--- config.mk ---
export PLATFORM = sky130hd
export DESIGN_NAME = double_to_int_saturating_convert
export DESIGN_NICKNAME = d
export VERILOG_FILES = /design/src/d2i_pkg.sv /design/src/double_to_int_saturating_convert.sv /design/src/d2i_core.sv
export SDC_FILE = /design/constraint.sdc
export NUM_CORES = 1
export LEC_CHECK = 0
export BUFFER_PORTS_ARGS = -buffer_cell sky130_fd_sc_hd__buf_4
export CORE_UTILIZATION = 35
export CTS_BUF_LIST = sky130_fd_sc_hd__clkbuf_2 sky130_fd_sc_hd__clkbuf_4 sky130_fd_sc_hd__clkbuf_8
export DETAILED_ROUTE_END_ITERATION = 10
export GPL_TIMING_DRIVEN = 0
export SLEW_MARGIN = 10
export SYNTH_ARGS = -nofsm -noshare
export SYNTH_HDL_FRONTEND = slang
export SYNTH_HIERARCHICAL = 1
export SYNTH_SLANG_ARGS = --single-unit
--- constraint.sdc ---
create_clock -name clk_i -period 9.1 [get_ports clk_i]
set_clock_uncertainty 0.2 [all_clocks]
set_input_delay 1.365 -clock clk_i [delete_from_list [all_inputs] [get_ports clk_i]]
set_output_delay 1.365 -clock clk_i [all_outputs]
set_load 0.005 [all_outputs]
--- src/d2i_pkg.sv ---
// Package: format codes and shared types for the binary64 to integer converter.
package d2i_pkg;

  localparam int unsigned ValueWidth = 64;
  localparam int unsigned TypeWidth  = 3;
  localparam int unsigned ExpBias    = 1023;
  localparam int unsigned MantBits   = 52;

  typedef enum logic [TypeWidth-1:0] {
    FmtS8  = 3'd0,
    FmtU8  = 3'd1,
    FmtS16 = 3'd2,
    FmtU16 = 3'd3,
    FmtS32 = 3'd4,
    FmtU32 = 3'd5,
    FmtS64 = 3'd6,
    FmtU64 = 3'd7
  } fmt_e;

  typedef struct packed {
    logic [ValueWidth-1:0] result_bits;
    logic                  clamped;
  } d2i_res_t;

endpackage

--- src/double_to_int_saturating_convert.sv ---
// Top level: input register, conversion logic, output register with skid-free flow.
// A request passes through the input register, then the result register.
// Throughput: one request per cycle while the result is not stalled, set by the single-pass conversion logic.
// A stalled result holds; the input register advances whenever the result stage can move.
// Reset (rst_ni low, asynchronous) clears both valid flags; payload is not reset.
module double_to_int_saturating_convert (
  input  logic                           clk_i,
  input  logic                           rst_ni,
  input  logic                           in_valid_i,
  output logic                           in_stall_o,
  input  logic [d2i_pkg::TypeWidth-1:0]  req_type_i,
  input  logic [d2i_pkg::ValueWidth-1:0] value_bits_i,
  output logic                           out_valid_o,
  input  logic                           out_stall_i,
  output logic [d2i_pkg::ValueWidth-1:0] result_bits_o,
  output logic                           clamped_o
);
  import d2i_pkg::*;

  logic                  in_vld_q, out_vld_q;
  logic [TypeWidth-1:0]  type_q;
  logic [ValueWidth-1:0] val_q;
  d2i_res_t              res_d, res_q;
  logic                  out_adv, in_adv;

  // Advance when the next stage is free or draining
  assign out_adv    = !out_vld_q || !out_stall_i;
  assign in_adv     = !in_vld_q || out_adv;
  assign in_stall_o = !in_adv;

  d2i_core u_core (
    .req_type_i  (type_q),
    .value_bits_i(val_q),
    .res_o       (res_d)
  );

  // Control flags
  always_ff @(posedge clk_i or negedge rst_ni) begin
    if (!rst_ni) begin
      in_vld_q  <= 1'b0;
      out_vld_q <= 1'b0;
    end else begin
      if (in_adv) in_vld_q <= in_valid_i;
      if (out_adv) out_vld_q <= in_vld_q;
    end
  end

  // Payload registers
  always_ff @(posedge clk_i) begin
    if (in_adv && in_valid_i) begin
      type_q <= req_type_i;
      val_q  <= value_bits_i;
    end
    if (out_adv && in_vld_q) begin
      res_q <= res_d;
    end
  end

  assign out_valid_o   = out_vld_q;
  assign result_bits_o = res_q.result_bits;
  assign clamped_o     = res_q.clamped;

endmodule

--- src/d2i_core.sv ---
// Combinational conversion of one binary64 pattern to a saturated integer.
module d2i_core (
  input  logic [d2i_pkg::TypeWidth-1:0]  req_type_i,
  input  logic [d2i_pkg::ValueWidth-1:0] value_bits_i,
  output d2i_pkg::d2i_res_t              res_o
);
  import d2i_pkg::*;

  logic        neg;
  logic [10:0] expo;
  logic [51:0] mant;
  logic        is_nan, huge, is_signed;
  logic [10:0] e;
  logic [52:0] sig;
  logic [63:0] mag;
  logic [63:0] lim, maxv;
  logic [5:0]  sh;

  // Decode fields, build the truncated magnitude and select the target limits
  always_comb begin
    neg       = value_bits_i[63];
    expo      = value_bits_i[62:52];
    mant      = value_bits_i[51:0];
    is_nan    = (expo == 11'h7ff) && (mant != '0);
    sig       = {1'b1, mant};
    e         = expo - 11'(ExpBias);
    huge      = 1'b0;
    mag       = '0;
    sh        = '0;
    if (expo == 11'h7ff) begin
      huge = 1'b1;
    end else if (expo >= 11'(ExpBias)) begin
      if (e >= 11'd64) begin
        huge = 1'b1;
      end else if (e >= 11'(MantBits)) begin
        sh  = 6'(e - 11'(MantBits));
        mag = {11'd0, sig} << sh;
      end else begin
        sh  = 6'(11'(MantBits) - e);
        mag = {11'd0, sig} >> sh;
      end
    end
    is_signed = ~req_type_i[0];
    case (req_type_i[2:1])
      2'd0:    lim = 64'h80;
      2'd1:    lim = 64'h8000;
      2'd2:    lim = 64'h8000_0000;
      default: lim = 64'h8000_0000_0000_0000;
    endcase
    maxv = (lim << 1) - 64'd1;
  end

  // Saturate against the target range
  always_comb begin
    res_o.result_bits = mag;
    res_o.clamped     = 1'b0;
    if (is_nan) begin
      res_o.result_bits = '0;
      res_o.clamped     = 1'b1;
    end else if (is_signed) begin
      if (!neg) begin
        if (huge || mag > lim - 64'd1) begin
          res_o.result_bits = lim - 64'd1;
          res_o.clamped     = 1'b1;
        end
      end else if (huge || mag > lim) begin
        res_o.result_bits = 64'd0 - lim;
        res_o.clamped     = 1'b1;
      end else begin
        res_o.result_bits = 64'd0 - mag;
      end
    end else if (neg) begin
      res_o.result_bits = '0;
      res_o.clamped     = huge || (mag != '0);
    end else if (huge || mag > maxv) begin
      res_o.result_bits = maxv;
      res_o.clamped     = 1'b1;
    end
  end

endmodule
After elaboration in Yosys (flattened, before gate mapping)
Index checks and enable logic that the tools add are counted.

Output and inout port bits: 67. Bits of input ports: 71. Bits in registers: 134. Word-level logic and storage cells: 55.

Equality and inequality tests: 3. Mux-type cells: 15. Reductions and logical operators: 16. Add/sub/neg operators: 7. Shift operators: 2. $lt $le $gt $ge: 6.

Operators with widths (number): 2-to-1 mux 65 bit (5); 2-to-1 mux 64 bit (5); > comparator 64 bit (3); case mux 64 bit (3 select lines) (1); subtractor 1 x 64 -> 64 bit (first input constant) (2); subtractor 64 x 1 -> 64 bit (second input constant) (2); nonzero test 64 bit (1); left shift 53 x 6 -> 64 bit (1); >> shifter 53 x 6 -> 64 bit (1); nonzero test 52 bit (1); equality test 11 bit (second input constant) (1); >= comparator 11 x 10 -> 1 bit (second input constant) (1); >= comparator 11 x 6 -> 1 bit (second input constant) (1); >= comparator 11 x 7 -> 1 bit (second input constant) (1); subtractor 11 x 10 -> 11 bit (second input constant) (1); logical OR 1 bit (6); subtractor 6 bit (first input constant) (1); subtractor 6 bit (second input constant) (1); logical NOT 1 bit (4); 2-to-1 mux 1 bit (4); logical AND 1 bit (3); equality test 2 x 1 -> 1 bit (second input constant) (1); equality test 2 bit (second input constant) (1); logical NOT 2 bit (1).

Longest topological paths before layout
Depth after elaboration: 12. Depth in mapped cells: 38. Gate-level depth less buffers: 27.

Modules after synthesis
The synthesis kept the hierarchy.

By module, submodules not included: d2i_core (cells an instance 2179, seq. area each 0.0 µm², area an instance 15683.8 µm², times used 1); double_to_int_saturating_convert (cells an instance 140, seq. area each 4013.8 µm², area an instance 4056.4 µm², times used 1).

Worst setup path after synthesis
Ideal clock, no wire load.

Path type: register to register. Start: reg val_q[52]. End: reg res_q (netlist bit result_bits_o[60]), data pin. Clock period less this slack: 7.755 ns. Data required time: 8.627 ns. Stages on the path, launching flop included: 38. Setup time: 0.273 ns. Arrival: 7.282 ns. Buffers on the path: 13. Setup slack: 1.345 ns. Cells stage by stage: edfxtp_1 buf_4 inv_2 buf_2 buf_2 buf_1 ha_1 buf_6 buf_6 buf_6 buf_6 buf_6 buf_2 buf_4 mux2i_1 nand2_1 o21ai_0 mux2_2 [2 not listed] a21oi_1 inv_1 ha_1 nand4_1 nor2_1 a32oi_1 a311oi_4 buf_2 buf_2 nand2_1 ha_1 nand2_1 nor3_2 nand4_2 or4_1 nor3_2 xor2_1 o221ai_1.

Longest elaborated chain between the ends: 12. Elaborated cells on any way between the ends: 30. Classes of those cells: 4 x add/sub; 6 x order compare; 1 x eq/ne; 2 x shift; 13 x mux; 4 x reduce/logical.

RTL lines: from (decl) (line double_to_int_saturating_convert.sv:22) `logic [ValueWidth-1:0] val_q;`; from (signal assigned) (line double_to_int_saturating_convert.sv:52) `val_q <= value_bits_i;`; subtractor 11 x 10 -> 11 bit (line d2i_core.sv:26) `e = expo - 11'(ExpBias);`; subtractor 6 bit, on equally long branches (line d2i_core.sv:39, d2i_core.sv:36); >> shifter 53 x 6 -> 64 bit / left shift 53 x 6 -> 64 bit (equally long branches) (line d2i_core.sv:40, d2i_core.sv:37); 2-to-1 mux 64 bit (line d2i_core.sv:35) `end else if (e >= 11'(MantBits)) begin`; 2-to-1 mux 64 bit (line d2i_core.sv:33) `if (e >= 11'd64) begin`; 2-to-1 mux 64 bit (line d2i_core.sv:32) `end else if (expo >= 11'(ExpBias)) begin`; 2-to-1 mux 64 bit (line d2i_core.sv:30) `if (expo == 11'h7ff) begin`; > comparator 64 bit, on equally long branches (line d2i_core.sv:62, d2i_core.sv:66, d2i_core.sv:75); logical OR 1 bit, on equally long branches (line d2i_core.sv:62, d2i_core.sv:66, d2i_core.sv:75); 2-to-1 mux 65 bit, or another cell as far along (line d2i_core.sv:62) `if (huge || mag > lim - 64'd1) begin`; 2-to-1 mux 65 bit, on equally long branches (line d2i_core.sv:61, d2i_core.sv:72); 2-to-1 mux 65 bit (line d2i_core.sv:60) `end else if (is_signed) begin`; to (signal assigned) (line double_to_int_saturating_convert.sv:55) `res_q <= res_d;`; to (decl) (line double_to_int_saturating_convert.sv:23) `d2i_res_t res_d, res_q;`.

Several ways; a longest one is shown, not always the timed one. A chain may end at the register's enable or synchronous reset.

Final worst setup path
Start: reg val_q[53]. End: reg res_q (netlist bit result_bits_o[34]), data pin.

Same word-level chain as after synthesis.

==> out/metrics.cfg <==
[run_status]
status = completed

[setup_path]
reg2reg_depth = 34
r2r-end = result_bits_o[34]
crit_required_ps = 9180
crit_slowest_cell = nor3_1
cp.arrival_ps = 9150
ff2ff_setup_slack_ps = 20
endpoint = result_bits_o[34]
start_kind = flop
setup.worst_path.start = val_q[53]
timing.rr.start = val_q[53]
crit_type = reg2reg
cp-end-kind = flop
cp_slowest_stage_delay_ps = 570
path_max_fanout = 11

[die]
initial_core_util = 0.3562
dieArea_mm2 = 0.05735
core-area_mm2 = 0.05542
die_w_um = 239.5
ioPinCount = 138
die_y_um = 239.5
fp-row-count = 86

[detailed_routing]
drc = 0
ant_nets = 0
routedWlPerCell_um = 36.25
dr.pass1.iters = 8
viasPerCell = 6.926
dr_total_vias = 22590
drt_iter0_drc = 3071
routed_wl_um = 118200

[timing]
min_period_over_period = 0.9976
tightest_slew_ps = 1316
hold_ws_ps = 315.0
setup_violations = 0
setup_tns_ps = 0
slew_violations = 0
min_period_ps = 9078
fmax_mhz = 110.2
rsz0062_at_grt = no
hold_viol_final = 0
slew_headroom = 0.1227

[clocking]
cts_tree = built
cts_sinks = 134
clk_latency_ps = 620
cts_root_buffer = clkbuf_8
cts_inserted_buffers = 17
clk_path_buf_depth = 2
hold_buffers = 0
htreeDepth = 4
clkTransAtPathRegs_ps = 120

[placement]
portBuffers = 137
dp_hpwl_um = 95180
gp_congestion = 1.054

[final_layout]
drive_gt1_frac = 0.2668
syn_to_final_growth_pct = 17.63
utilization = 0.4190
final_nets = 2639

[synth]
synth-seq-area-share = 0.2033
synthAdderAreaFrac = 0.04488
ys_seq_elements = 134
synth_top_family_by_area = compound AO/OA/AOI/OAI gates
synth-edff-count = 132
synth_xor_area_frac = 0.02523
async_flop_share = 0.01493
syn_area_per_cell_um2 = 8.512
synthCells = 2319
ys.flop_type = edfxtp_1
synthMuxAreaShare = 0.2229
netlist_area_mm2 = 0.01974
yosysUniqueCellTypes = 116
synth_nets = 2460
synth_compound_area_frac = 0.2412
yosys.area_share.simple = 0.2016
yosysWarnings = 6

[global_routing]
met1_usage = 0.4723
grt_use_total = 0.4096
grt_busiest_layer = met2
grt_pass1_vias = 21730
grt_max_degree = 64
grt_overflow_total = 0
grt_first_pass_wirelength_um = 165000
antenna_found_initial = 3
grtUsageMet3 = 0.08113
use_met2 = 0.6720

[power_and_ir_drop]
seqPwrFrac = 0.211
switching_share = 0.5233
internal-power_mw = 1.798
vdd_drop_max_v = 0.0001389
p_leak_nw = 9.154
power_frac_comb = 0.628
p_sw_mw = 1.973
power_density_mw_per_mm2 = 162.4
pwr-share-clk = 0.161

[hold_path]
hold_class = in2async

[flow_run]
maxCapViolCount = 0

## stage by stage
stage	total power [mW]	cell area [um2]	setup slack (ps)	std cells
after floorplan	2.078	19740	1345	2319
after global placement	2.964	21700	-2766	3204
after detailed placement	2.946	21820	-2449	3208
after CTS	3.616	22680	3.182	3249
after global routing	3.850	23220	28.41	3259
final	3.771	23220	21.88	3261
## worst max-delay path: cells and delay by family, from the launching register on
family | cells | cell delay, ps
AOI/OAI and AO/OA | 5 | 1310
xor gates and xnor gates | 4 | 1200
adders and majority gates | 4 | 1090
buffers and inverters | 11 | 2500
DFF | 1 | 450
and+or+nand+nor | 10 | 1950
## sequential cells by signal, summed over array words and instances, names as in the netlist
signal         flops
type_q             3
in_vld_q           1
val_q             64
out_valid_o        1
clamped_o          1
result_bits_o     64
## power by group through the flow
stage	sequential [mW]	combinational, mW	clock, mW
after global placement	0.815	2.15	0
after CTS	0.794	2.20	0.620
after floorplan	0.799	1.28	0
final	0.795	2.37	0.608
after global routing	0.800	2.41	0.639
after detailed placement	0.808	2.14	0
## metal layers
layer,wire (um),part of all wire
met1,43120,0.36
met2,53690,0.45
met5,0,0
met3,10020,0.085
met4,11380,0.096
## layout by cell type (no fill, tap or decap), drive strengths merged, types with 8 or more instances in the layout
| master | count |
|---|---|
| a211o | 20 |
| a211oi | 49 |
| a21o | 34 |
| a21oi | 172 |
| a221o | 8 |
| a22o | 8 |
| a22oi | 15 |
| a311oi | 11 |
| a31oi | 41 |
| and2 | 27 |
| and3 | 27 |
| buf | 277 |
| clkbuf | 93 |
| edfxtp | 132 |
| ha | 70 |
| inv | 48 |
| mux2 | 101 |
| mux2i | 177 |
| mux4 | 66 |
| nand2 | 213 |
| nand2b | 19 |
| nand3 | 60 |
| nand4 | 41 |
| nor2 | 184 |
| nor3 | 75 |
| nor3b | 9 |
| nor4 | 43 |
| o2111ai | 10 |
| o211ai | 33 |
| o21a | 15 |
| o21ai | 142 |
| o221ai | 10 |
| o22ai | 28 |
| o31a | 11 |
| o31ai | 14 |
| or2 | 18 |
| or3 | 22 |
| or4 | 10 |
| xnor2 | 40 |
| xor2 | 10 |
## cells by family after synthesis
| kind of cell | after synthesis |
|---|---|
| mux | 344 |
| flops | 134 |
| xor+xnor | 50 |
| buf+inv | 233 |
| simple gates | 784 |
| fa+ha+maj | 71 |
| compound gates | 703 |
## cells in the mapped netlist, types with 13 or more instances
master	count	area, um2
buf_6	22	247.7
or3_1	21	131.4
nor4_1	39	244.0
nand2b_1	19	118.9
o21a_1	15	112.6
buf_4	17	127.6
clkbuf_1	72	270.3
nand4_1	40	250.2
o21ai_0	131	655.6
nor2_1	182	683.2
mux2i_1	176	1762
nand3_1	57	285.3
and2_1	24	150.1
mux4_2	66	1486
and3_1	27	168.9
o22ai_1	28	175.2
nor3_1	69	345.3
o211ai_1	33	247.7
nand2_1	211	792.0
buf_2	75	375.4
a31oi_1	40	250.2
ha_1	70	875.8
a211oi_1	47	352.8
or2_2	16	100.1
a211o_1	20	175.2
a21o_1	33	247.7
inv_1	35	131.4
xnor2_1	38	332.8
a22oi_1	14	105.1
a21oi_1	170	850.8
mux2_2	96	1081
edfxtp_1	132	3964
o31ai_1	13	97.59
## what timing repair did
action / in CTS / in global routing
pin swaps: 6 / 12
setup buffers: 9 / 11
resized for setup: 95 / 110
endpoints found under the setup margin: 65 / 63
## worst min-delay path by stage
stage               startpoint     endpoint  slack (ps)  depth (start not counted)
floorplan             in_vld_q  out_valid_o         270                          1
global placement      in_vld_q  out_valid_o         270                          1
detailed placement    in_vld_q  out_valid_o         320                          1
CTS                     rst_ni  out_valid_o         290                          1
global route            rst_ni  out_valid_o         300                          1
finish                  rst_ni  out_valid_o         310                          1
## cell type report
class                           instances  area, um2
Buffer                                192       1134
Sequential cell                       134       4014
Tap cell                              748      935.9
Clock buffer                           17      234.0
Antenna cell                            2      5.005
Inverter                               40      157.7
Fill cell                            5642      32190
Timing Repair Buffer                  161       1266
Clock inverter                         15      183.9
Multi-Input combinational cell       1952      15290
No activity file was read; power rests on OpenSTA's default activity.
